`src/hdl/ipd_pkg.sv`:
```
// shared types, constants and helpers of the ir pulse distance decoder
`default_nettype none

package ipd_pkg;

  localparam int unsigned WIDTH_W    = 16;
  localparam int unsigned FRAME_BITS = 24;
  localparam int unsigned COUNT_W    = 5;
  localparam int unsigned CFG_IDX_W  = 3;

  localparam logic [WIDTH_W-1:0] HEADER_MIN_RST = 16'd3500;
  localparam logic [WIDTH_W-1:0] HEADER_MAX_RST = 16'd5000;
  localparam logic [WIDTH_W-1:0] ZERO_MIN_RST   = 16'd850;
  localparam logic [WIDTH_W-1:0] ZERO_MAX_RST   = 16'd1100;
  localparam logic [WIDTH_W-1:0] ONE_MIN_RST    = 16'd1200;
  localparam logic [WIDTH_W-1:0] ONE_MAX_RST    = 16'd2300;

  localparam logic [COUNT_W-1:0] LAST_BIT = COUNT_W'(FRAME_BITS - 1);

  typedef enum logic [CFG_IDX_W-1:0] {
    CFG_HEADER_MIN = 3'd0,
    CFG_HEADER_MAX = 3'd1,
    CFG_ZERO_MIN   = 3'd2,
    CFG_ZERO_MAX   = 3'd3,
    CFG_ONE_MIN    = 3'd4,
    CFG_ONE_MAX    = 3'd5
  } cfg_idx_e;

  typedef enum logic [1:0] {
    PH_IDLE     = 2'd0,
    PH_HDR_HIGH = 2'd1,
    PH_BIT_LOW  = 2'd2,
    PH_BIT_HIGH = 2'd3
  } phase_e;

  typedef enum logic {
    ST_DECODED = 1'b0,
    ST_ABORTED = 1'b1
  } status_e;

  typedef struct packed {
    logic [WIDTH_W-1:0] header_min;
    logic [WIDTH_W-1:0] header_max;
    logic [WIDTH_W-1:0] zero_min;
    logic [WIDTH_W-1:0] zero_max;
    logic [WIDTH_W-1:0] one_min;
    logic [WIDTH_W-1:0] one_max;
  } cfg_t;

  typedef struct packed {
    logic       frame_status;
    logic [7:0] user_code;
    logic [3:0] user_data;
    logic [3:0] key_code;
    logic [7:0] key_data;
  } result_t;

  // exclusive window test
  function automatic logic in_window(logic [WIDTH_W-1:0] w, logic [WIDTH_W-1:0] lo,
                                     logic [WIDTH_W-1:0] hi);
    return (w > lo) && (w < hi);
  endfunction

endpackage

`default_nettype wire

```
`src/hdl/ir_pulse_distance_decoder_top.sv`:
```
// top level of the ir pulse distance decoder
// Usage:
//   s_axis carries one measured pulse per request: tdata[0] is the line
//   level, tdata[16:1] the width in microseconds. m_axis carries one frame
//   result per decoded or aborted frame: tuser is the status (0 decoded,
//   1 aborted), tdata holds user code, user data, key code and key data.
//   cfg_we_i/cfg_addr_i/cfg_wdata_i write the six window bounds; write them
//   only while no pulse is in flight.
// Timing:
//   a pulse is taken into an input register, decoded combinationally
//   against the frame state and its result, if any, lands in the output
//   register, which drives m_axis.
//   one pulse per cycle is sustained while m_axis does not stall; the
//   frame state machine steps once per pulse as it leaves the input register.
// Reset:
//   all windows return to their defaults, the decoder waits for a header
//   and both register stages are empty.
// Stall:
//   while a result waits on m_axis the input register still holds one
//   pulse; s_axis_tready_o drops only when both stages are occupied.
`default_nettype none

module ir_pulse_distance_decoder_top
  import ipd_pkg::*;
(
  input  wire logic                 clk_i,
  input  wire logic                 rst_ni,
  input  wire logic                 s_axis_tvalid_i,
  output logic                      s_axis_tready_o,
  // [0] pulse_level, [16:1] pulse_width_us, [23:17] zero
  input  wire logic [23:0]          s_axis_tdata_i,
  output logic                      m_axis_tvalid_o,
  input  wire logic                 m_axis_tready_i,
  // [7:0] user_code, [11:8] user_data, [15:12] key_code, [23:16] key_data
  output logic [23:0]               m_axis_tdata_o,
  // [0] frame_status
  output logic                      m_axis_tuser_o,
  input  wire logic                 cfg_we_i,
  input  wire logic [CFG_IDX_W-1:0] cfg_addr_i,
  input  wire logic [WIDTH_W-1:0]   cfg_wdata_i
);

  cfg_t               cfg;
  logic               in_vld_q;
  logic               level_q;
  logic [WIDTH_W-1:0] width_q;
  logic               out_vld_q;
  result_t            out_q;
  logic               advance;
  logic               res_vld;
  result_t            res;

  ipd_cfg_regs u_cfg (
    .clk_i       (clk_i),
    .rst_ni      (rst_ni),
    .cfg_we_i    (cfg_we_i),
    .cfg_addr_i  (cfg_addr_i),
    .cfg_wdata_i (cfg_wdata_i),
    .cfg_o       (cfg)
  );

  ipd_decode u_decode (
    .clk_i     (clk_i),
    .rst_ni    (rst_ni),
    .advance_i (advance),
    .level_i   (level_q),
    .width_i   (width_q),
    .cfg_i     (cfg),
    .res_vld_o (res_vld),
    .res_o     (res)
  );

  // the held pulse moves on once the output register is free or draining
  assign advance         = in_vld_q && (!out_vld_q || m_axis_tready_i);
  assign s_axis_tready_o = !in_vld_q || advance;

  always_ff @(posedge clk_i or negedge rst_ni) begin
    if (!rst_ni) begin
      in_vld_q <= 1'b0;
    end else if (s_axis_tready_o) begin
      in_vld_q <= s_axis_tvalid_i;
    end
  end

  always_ff @(posedge clk_i) begin
    if (s_axis_tready_o && s_axis_tvalid_i) begin
      level_q <= s_axis_tdata_i[0];
      width_q <= s_axis_tdata_i[WIDTH_W:1];
    end
  end

  always_ff @(posedge clk_i or negedge rst_ni) begin
    if (!rst_ni) begin
      out_vld_q <= 1'b0;
    end else if (advance) begin
      out_vld_q <= res_vld;
    end else if (m_axis_tready_i) begin
      out_vld_q <= 1'b0;
    end
  end

  always_ff @(posedge clk_i) begin
    if (advance && res_vld) begin
      out_q <= res;
    end
  end

  assign m_axis_tvalid_o = out_vld_q;
  assign m_axis_tuser_o  = out_q.frame_status;
  assign m_axis_tdata_o  = {out_q.key_data, out_q.key_code, out_q.user_data, out_q.user_code};

endmodule

`default_nettype wire

```
`src/hdl/ipd_cfg_regs.sv`:
```
// configuration register file of the ir pulse distance decoder
`default_nettype none

module ipd_cfg_regs
  import ipd_pkg::*;
(
  input  wire logic                 clk_i,
  input  wire logic                 rst_ni,
  input  wire logic                 cfg_we_i,
  input  wire logic [CFG_IDX_W-1:0] cfg_addr_i,
  input  wire logic [WIDTH_W-1:0]   cfg_wdata_i,
  output cfg_t                      cfg_o
);

  cfg_t cfg_q, cfg_d;

  always_comb begin
    cfg_d = cfg_q;
    if (cfg_we_i) begin
      unique case (cfg_addr_i)
        CFG_HEADER_MIN: cfg_d.header_min = cfg_wdata_i;
        CFG_HEADER_MAX: cfg_d.header_max = cfg_wdata_i;
        CFG_ZERO_MIN:   cfg_d.zero_min   = cfg_wdata_i;
        CFG_ZERO_MAX:   cfg_d.zero_max   = cfg_wdata_i;
        CFG_ONE_MIN:    cfg_d.one_min    = cfg_wdata_i;
        CFG_ONE_MAX:    cfg_d.one_max    = cfg_wdata_i;
        default:        cfg_d = cfg_q;
      endcase
    end
  end

  always_ff @(posedge clk_i or negedge rst_ni) begin
    if (!rst_ni) begin
      cfg_q.header_min <= HEADER_MIN_RST;
      cfg_q.header_max <= HEADER_MAX_RST;
      cfg_q.zero_min   <= ZERO_MIN_RST;
      cfg_q.zero_max   <= ZERO_MAX_RST;
      cfg_q.one_min    <= ONE_MIN_RST;
      cfg_q.one_max    <= ONE_MAX_RST;
    end else begin
      cfg_q <= cfg_d;
    end
  end

  assign cfg_o = cfg_q;

endmodule

`default_nettype wire

```
`src/hdl/ipd_decode.sv`:
```
// frame state machine: header check, bit decode and result forming
`default_nettype none

module ipd_decode
  import ipd_pkg::*;
(
  input  wire logic               clk_i,
  input  wire logic               rst_ni,
  input  wire logic               advance_i,
  input  wire logic               level_i,
  input  wire logic [WIDTH_W-1:0] width_i,
  input  wire cfg_t               cfg_i,
  output logic                    res_vld_o,
  output result_t                 res_o
);

  phase_e                phase_q, phase_d;
  logic [COUNT_W-1:0]    count_q, count_d;
  logic [FRAME_BITS-1:0] shift_q, shift_d;

  logic                  hdr_ok, zero_ok, one_ok;
  logic [FRAME_BITS-1:0] shift_in;

  assign hdr_ok   = in_window(width_i, cfg_i.header_min, cfg_i.header_max);
  assign zero_ok  = in_window(width_i, cfg_i.zero_min, cfg_i.zero_max);
  assign one_ok   = in_window(width_i, cfg_i.one_min, cfg_i.one_max);
  // zero window wins when the windows overlap
  assign shift_in = {!zero_ok, shift_q[FRAME_BITS-1:1]};

  always_ff @(posedge clk_i or negedge rst_ni) begin
    if (!rst_ni) begin
      phase_q <= PH_IDLE;
      count_q <= '0;
      shift_q <= '0;
    end else if (advance_i) begin
      phase_q <= phase_d;
      count_q <= count_d;
      shift_q <= shift_d;
    end
  end

  always_comb begin
    phase_d   = phase_q;
    count_d   = count_q;
    shift_d   = shift_q;
    res_vld_o = 1'b0;
    res_o     = '0;
    unique case (phase_q)
      PH_IDLE: begin
        if (!level_i && hdr_ok) phase_d = PH_HDR_HIGH;
      end
      PH_HDR_HIGH: begin
        phase_d = (level_i && hdr_ok) ? PH_BIT_LOW : PH_IDLE;
        count_d = '0;
        shift_d = '0;
      end
      PH_BIT_LOW: begin
        if (level_i) begin
          res_vld_o          = 1'b1;
          res_o.frame_status = ST_ABORTED;
          phase_d            = PH_IDLE;
          count_d            = '0;
          shift_d            = '0;
        end else begin
          phase_d = PH_BIT_HIGH;
        end
      end
      PH_BIT_HIGH: begin
        if (!level_i || !(zero_ok || one_ok)) begin
          res_vld_o          = 1'b1;
          res_o.frame_status = ST_ABORTED;
          phase_d            = PH_IDLE;
          count_d            = '0;
          shift_d            = '0;
        end else if (count_q == LAST_BIT) begin
          res_vld_o          = 1'b1;
          res_o.frame_status = ST_DECODED;
          res_o.user_code    = shift_in[7:0];
          res_o.user_data    = shift_in[15:12];
          res_o.key_code     = shift_in[11:8];
          res_o.key_data     = shift_in[23:16];
          phase_d            = PH_IDLE;
          count_d            = '0;
          shift_d            = '0;
        end else begin
          phase_d = PH_BIT_LOW;
          count_d = count_q + COUNT_W'(1);
          shift_d = shift_in;
        end
      end
      default: phase_d = PH_IDLE;
    endcase
  end

endmodule

`default_nettype wire
```
`config.mk`:
```
export PLATFORM = sky130hd
export DESIGN_NAME = ir_pulse_distance_decoder_top
export DESIGN_NICKNAME = d
export VERILOG_FILES = /design/src/hdl/ipd_pkg.sv /design/src/hdl/ir_pulse_distance_decoder_top.sv /design/src/hdl/ipd_cfg_regs.sv /design/src/hdl/ipd_decode.sv
export SDC_FILE = /design/constraint.sdc
export NUM_CORES = 1
export LEC_CHECK = 0
export BUFFER_PORTS_ARGS = -buffer_cell sky130_fd_sc_hd__buf_2
export CAP_MARGIN = 20
export CORE_MARGIN = 2
export CORE_UTILIZATION = 60
export DETAILED_ROUTE_END_ITERATION = 10
export PLACE_DENSITY = 0.8
export SLEW_MARGIN = 10
export SYNTH_ARGS = -nofsm -noshare
export SYNTH_HDL_FRONTEND = slang
export SYNTH_SLANG_ARGS = --single-unit
```
`constraint.sdc`:
```
create_clock -name clk_i -period 5.21 [get_ports clk_i]
set_input_delay 1.042 -clock clk_i [delete_from_list [all_inputs] [get_ports clk_i]]
set_output_delay 1.042 -clock clk_i [all_outputs]
set_load 0.05 [all_outputs]
```
## Word-level counts from Yosys, hierarchy flattened

Cells that the tools add are included.
Widths: inputs -> output; s select.

- Mux-type cells: 22
- Order comparisons: 6
- Equal/unequal tests: 11
- Bitwise gates (word level): 2
- Reduce and logical (&&, ||, !) cells: 30
- Add/sub/neg operators: 1

Operators by type and width:

| kind | number |
|---|---|
| $mux 24 | 3 |
| $pmux 24 s3 | 1 |
| $gt 16x16->1 | 3 |
| $lt 16x16->1 | 3 |
| $mux 5 | 3 |
| $pmux 5 s3 | 1 |
| $reduce_and 2->1 | 7 |
| $mux 2 | 5 |
| $logic_and 1x1->1 | 8 |
| $pmux 2 s4 | 1 |
| $eq 3x2->1 const B | 2 |
| $eq 3x3->1 const B | 2 |
| $mux 1 | 6 |
| $add 5x1->5 const B | 1 |
| $eq 5x5->1 const B | 1 |
| $logic_not 1->1 | 5 |
| $eq 2x2->1 const B | 2 |
| $logic_or 1x1->1 | 4 |
| $pmux 1 s2 | 2 |
| $eq 3x1->1 const B | 1 |
| $logic_not 3->1 | 1 |
| $reduce_and 3->1 | 1 |
| $reduce_bool 3->1 | 1 |
| $reduce_or 3->1 | 1 |
| 6 further kinds | 7 |

- Word-level logic and storage cells: 90
- Flip-flop bits (word level): 171
- Output and inout port bits: 27

## Logic depth before layout (Yosys ltp)

- Depth after elaboration: 8
- Gate-level depth with buffers: 10
- Depth with buffers taken out: 9

## By module

From an unflattened synthesis, not the netlist that was laid out.

- Cells, all modules: 708
- Area total of the unflattened synthesis: 8854.7 um^2

By module, submodules not included:

| module | area each (um^2) | cells an instance | seq. area each (um^2) | times used |
|---|---|---|---|---|
| ipd_decode | 3766.1 | 448 | 750.7 | 1 |
| ipd_cfg_regs | 3718.6 | 208 | 2442.3 | 1 |
| ir_pulse_distance_decoder_top | 1370.1 | 52 | 1311.3 | 1 |

## Worst setup path after synthesis

Ideal clock, no wire load.

- Kind: register to register
- Start: reg u_cfg.cfg_q, in the netlist u_cfg.cfg_o[21]
- End: reg out_q, in the netlist m_axis_tdata_o[0] (enable)
- Required time: 4772 ps
- Period minus slack after synthesis: 4306 ps
- Cell stages (with the launch flop): 10
- Data arrival time: 3867 ps
- Slack: 904 ps
- Cell sequence: dfstp_2 > inv_1 > ha_1 > a21oi_1 > o21ai_0 > a221o_1 > a211o_1 > a32oi_4 > nor3b_1 > nor3_1

- Longest elaborated chain between the ends: 8

Ends and longest elaborated chain:

| element | RTL line | source |
|---|---|---|
| start: declaration | ipd_cfg_regs.sv:15 | `cfg_t cfg_q, cfg_d;` |
| start signal: assignment | ipd_cfg_regs.sv:41 | `cfg_q <= cfg_d;` |
| $gt 16x16->1 | ipd_pkg.sv:61 | `return (w > lo) && (w < hi);` |
| $logic_and 1x1->1 | ipd_pkg.sv:61 |  |
| $logic_or 1x1->1 | ipd_decode.sv:69 | `if (!level_i \|\| !(zero_ok \|\| one_ok)) begin` |
| $logic_not 1->1 | ipd_decode.sv:69 |  |
| $logic_or 1x1->1 | ipd_decode.sv:69 |  |
| $mux 1 | ipd_decode.sv:69 |  |
| $pmux 1 s2 | ipd_decode.sv:48 | `unique case (phase_q)` |
| $logic_and 1x1->1 | ir_pulse_distance_decoder_top.sv:103 | `if (advance && res_vld) begin` |
| end signal: assignment | ir_pulse_distance_decoder_top.sv:104 | `out_q <= res;` |
| end: declaration | ir_pulse_distance_decoder_top.sv:48 | `result_t out_q;` |

No other way between the ends.
A chain may end at the register's enable or synchronous reset.

## Worst setup path after layout

- Start: reg width_q[2]
- End: reg u_decode.count_q[3]

- Longest elaborated chain between the ends: 7
- Elaborated cells on any way between the ends: 11
- Those cells by class: order compare (4); mux (2); reduce/logical (5)

Ends and longest elaborated chain:

| element | RTL line | source |
|---|---|---|
| start: declaration | ir_pulse_distance_decoder_top.sv:46 | `logic [WIDTH_W-1:0] width_q;` |
| start signal: assignment | ir_pulse_distance_decoder_top.sv:88 | `width_q <= s_axis_tdata_i[WIDTH_W:1];` |
| $gt 16x16->1 / $lt 16x16->1 (equally long branches) | ipd_pkg.sv:61 |  |
| $logic_and 1x1->1 | ipd_pkg.sv:61 |  |
| $logic_or 1x1->1 (*) | ipd_decode.sv:69 |  |
| $logic_not 1->1 (*) | ipd_decode.sv:69 |  |
| $logic_or 1x1->1 (*) | ipd_decode.sv:69 |  |
| $mux 5 (*) | ipd_decode.sv:69 |  |
| $pmux 5 s3 (*) | ipd_decode.sv:48 |  |
| end signal: assignment | ipd_decode.sv:37 | `count_q <= count_d;` |
| end: declaration | ipd_decode.sv:18 | `logic [COUNT_W-1:0] count_q, count_d;` |

Mark *: on every way between the ends. The rest lies on a longest branch, timed or not.

==> results.py <==
metrics = {
    "status": {
        "status": "finished, final reports clean",
    },
    "placement": {
        "dp_hpwl_um": 12800,
        "place.gp.congestion": 0.873,
        "io_buffers": 67,
        "placed_cell_area_um2": 9100,
        "post-place-ws_ns": 1.78,
        "place_inst": 996,
    },
    "final_layout": {
        "register_area_um2": 4500,
        "drive_gt1_frac": 0.216,
        "stdcell_area_um2": 9740,
        "final_core_util": 0.702,
        "fillers": 988,
        "layout_common_cells": "dfrtp_1, inv_1, ha_1",
        "antennaDiodeCount": 0,
        "nNetsFinal": 979,
        "area_growth_pct": 13.9,
        "multi_input_area_um2": 3630,
        "layout.cells.non_filler": 1030,
        "final_common_cell": "dfrtp_1",
    },
    "sta": {
        "finalCriticalPeriod_ns": 3.45,
        "worst_slew_pin_slew_ns": 0.953,
        "fin_crit_sh": 0.662,
        "fin_skew_ns": 0.0116,
        "tns_ns": 0,
        "hold_viol_final": 0,
        "holdWs_ns": 0.506,
        "setup_viol_count_final": 0,
        "slew_headroom": 0.362,
        "worst_slack_ns": 1.76,
        "fmax_mhz": 290,
        "slew_violations": 0,
        "grt_setup_unrepaired": "false",
    },
    "synthesis": {
        "ys_seq_area_frac": 0.527,
        "syn_avg_cell_area_um2": 11.2,
        "synth_area_um2": 8550,
        "yosysWarnings": 0,
        "ys.flop_type": "dfrtp_1",
        "async_flop_share": 0.753,
        "syn_inst": 763,
        "syn_nets": 905,
        "synth-seq-cells": 170,
        "synth_edf_count": 42,
        "ys_types": 48,
    },
    "drt": {
        "drc": 0,
        "dr.pass1.iters": 5,
        "drt_iter0_drc": 399,
        "avgRoutedWirePerCell_um": 17.8,
        "vias": 5966,
        "viasPerCell": 5.79,
        "postRouteAntennaNets": 0,
        "drt_wl_total_um": 18300,
    },
    "setup_path": {
        "criticalPathCategory": "register to register",
        "cp_max_fo": 26,
        "start_kind": "register",
        "critPathLaunch": "width_q[2]",
        "critPathArrivalTime_ns": 3.82,
        "cp-end-kind": "register",
        "worstPathRequired_ns": 5.58,
        "rr_startpoint": "width_q[2]",
    },
    "pwr": {
        "vdd_drop_max_mv": 0.308,
        "seqPwrFrac": 0.434,
        "power_density_nw_per_um2": 400,
        "power.leakage_nw": 4.54,
        "combPwrFrac": 0.228,
        "power_mw": 3.89,
        "switching_share": 0.304,
        "p_switching_mw": 1.18,
        "clkPwrFrac": 0.338,
        "internal_power_mw": 2.71,
    },
    "global_routing": {
        "grt_max_degree": 48,
        "grt.total_usage": 0.260,
        "antenna_found_initial": 0,
        "grt_pass1_wl_um": 29800,
        "first_global_vias": 6070,
        "grt_overflow_total": 0,
    },
    "cts": {
        "post_cts_resized": 0,
        "clock-root-buffer": "clkbuf_16",
        "post-cts-setup-buffers": 0,
        "clkLatencyLatePin_ns": 0.44,
        "cts_made_buffers": 17,
        "cts_tree": "built",
        "clock-sinks": 170,
        "ctsLongestPathBuffers": 2,
        "cts.clk_slew.worst_paths_ns": 0.07,
        "holdBufCountCts": 0,
        "htreeDepth": 4,
    },
    "floorplan": {
        "start_util": 0.616,
        "fp.dieW_um": 123,
        "rows": 43,
        "die_h_um": 123,
        "die_area_um2": 15200,
        "ios": 75,
        "core_area_um2": 13900,
    },
    "min_path": {
        "hp-start": "u_cfg.cfg_o[39]",
        "hp-class": "register to register",
    },
    "flow_run": {
        "cap_violations": 0,
    },
}
cells by family (layout without fill, tap and decap cells):
group                      after synthesis  in the layout  synth area share
buffers and inverters                  116            203            0.0530
AOI/OAI and AO/OA                      178            178             0.136
and+or+nand+nor                        169            169            0.0993
adders and majority gates               94             94             0.138
muxes                                   36             36            0.0474
DFF                                    170            170             0.527
state kept, by name, summed over array words and instances (netlist names):
register          count
u_cfg.cfg_o          96
m_axis_tdata_o       24
u_decode.shift_q     23
width_q              16
u_decode.count_q      5
u_decode.phase_q      2
in_vld_q              1
level_q               1
m_axis_tuser_o        1
m_axis_tvalid_o       1
worst max-delay path, stage by stage, from the launching register on:
cell and delay, ns:
edfxtp_1 0.54, ha_1 0.37, a211o_1 0.31, a31oi_1 0.23, o31ai_1 0.19, o211ai_1 0.34, a32oi_4 0.28, nor3_4 0.85
a221o_1 0.27
final timing paths:
kind / to / slack, ns / cells after the start
max in group asynchronous: u_cfg.cfg_o[10] / 3.64 / 2
max reg2reg: u_decode.count_q[3] / 1.76 / 8
min reg2reg: u_cfg.cfg_o[39] / 0.51 / 1
max: u_decode.count_q[3] / 1.76 / 8
min in group asynchronous: u_decode.phase_q[1] / 0.57 / 1
min: u_cfg.cfg_o[39] / 0.51 / 1
routing by layer:
layer  global-route usage  share of wire  vias to the layer above  wire length [um]
li1                     -              -                     2837                 -
met1                0.338           0.43                     2925              7890
met2                0.433           0.50                      164              9090
met3               0.0447          0.047                       40               859
met4                0.107          0.026                        0               474
met5                    0              0                        -                 0
power groups by stage:
stage | clock (mW) | sequential [mW] | combinational (mW)
3_3_place_gp | 0 | 1.70 | 0.813
3_5_place_dp | 0 | 1.71 | 0.866
6_report | 1.32 | 1.69 | 0.887
2_1_floorplan | 0 | 1.75 | 0.562
4_1_cts | 1.32 | 1.69 | 0.881
5_1_grt | 1.38 | 1.71 | 1.00
final cells by class:
cell class | instances | share of cell area
multi-input combinational | 477 | 0.372
inverter | 95 | 0.0366
clock buffer | 17 | 0.0437
sequential | 170 | 0.462
clock inverter | 15 | 0.0191
timing repair buffer | 76 | 0.0431
tap | 180 | 0.0231
Yosys cell counts, types with 2 or more instances:
library cell,n,area (um2)
edfxtp_1,42,1260
nand3_1,6,30.0
dfstp_2,32,841
nand4_1,14,87.6
nor2b_1,3,18.8
a21oi_1,28,140
a211o_1,3,26.3
nor3_1,6,30.0
buf_2,2,10.0
a31oi_1,2,12.5
dfrtp_1,96,2400
buf_6,2,22.5
nand4b_1,2,17.5
clkbuf_1,16,60.1
nor3b_1,3,22.5
a21o_1,18,135
o211ai_1,3,22.5
nand3b_1,2,15.0
or2_2,2,12.5
a221o_1,3,30.0
nand2b_1,5,31.3
ha_1,94,1180
and2_1,26,163
nor2_1,13,48.8
a2111oi_0,2,17.5
o21a_1,7,52.6
nand2_1,78,293
mux2_2,35,394
o21ai_0,72,360
a221oi_1,2,17.5
o31ai_1,5,37.5
nor4_1,2,12.5
a22o_1,26,228
and4_1,3,26.3
inv_1,95,357
Note: power is estimated with default switching activity, not from simulation.
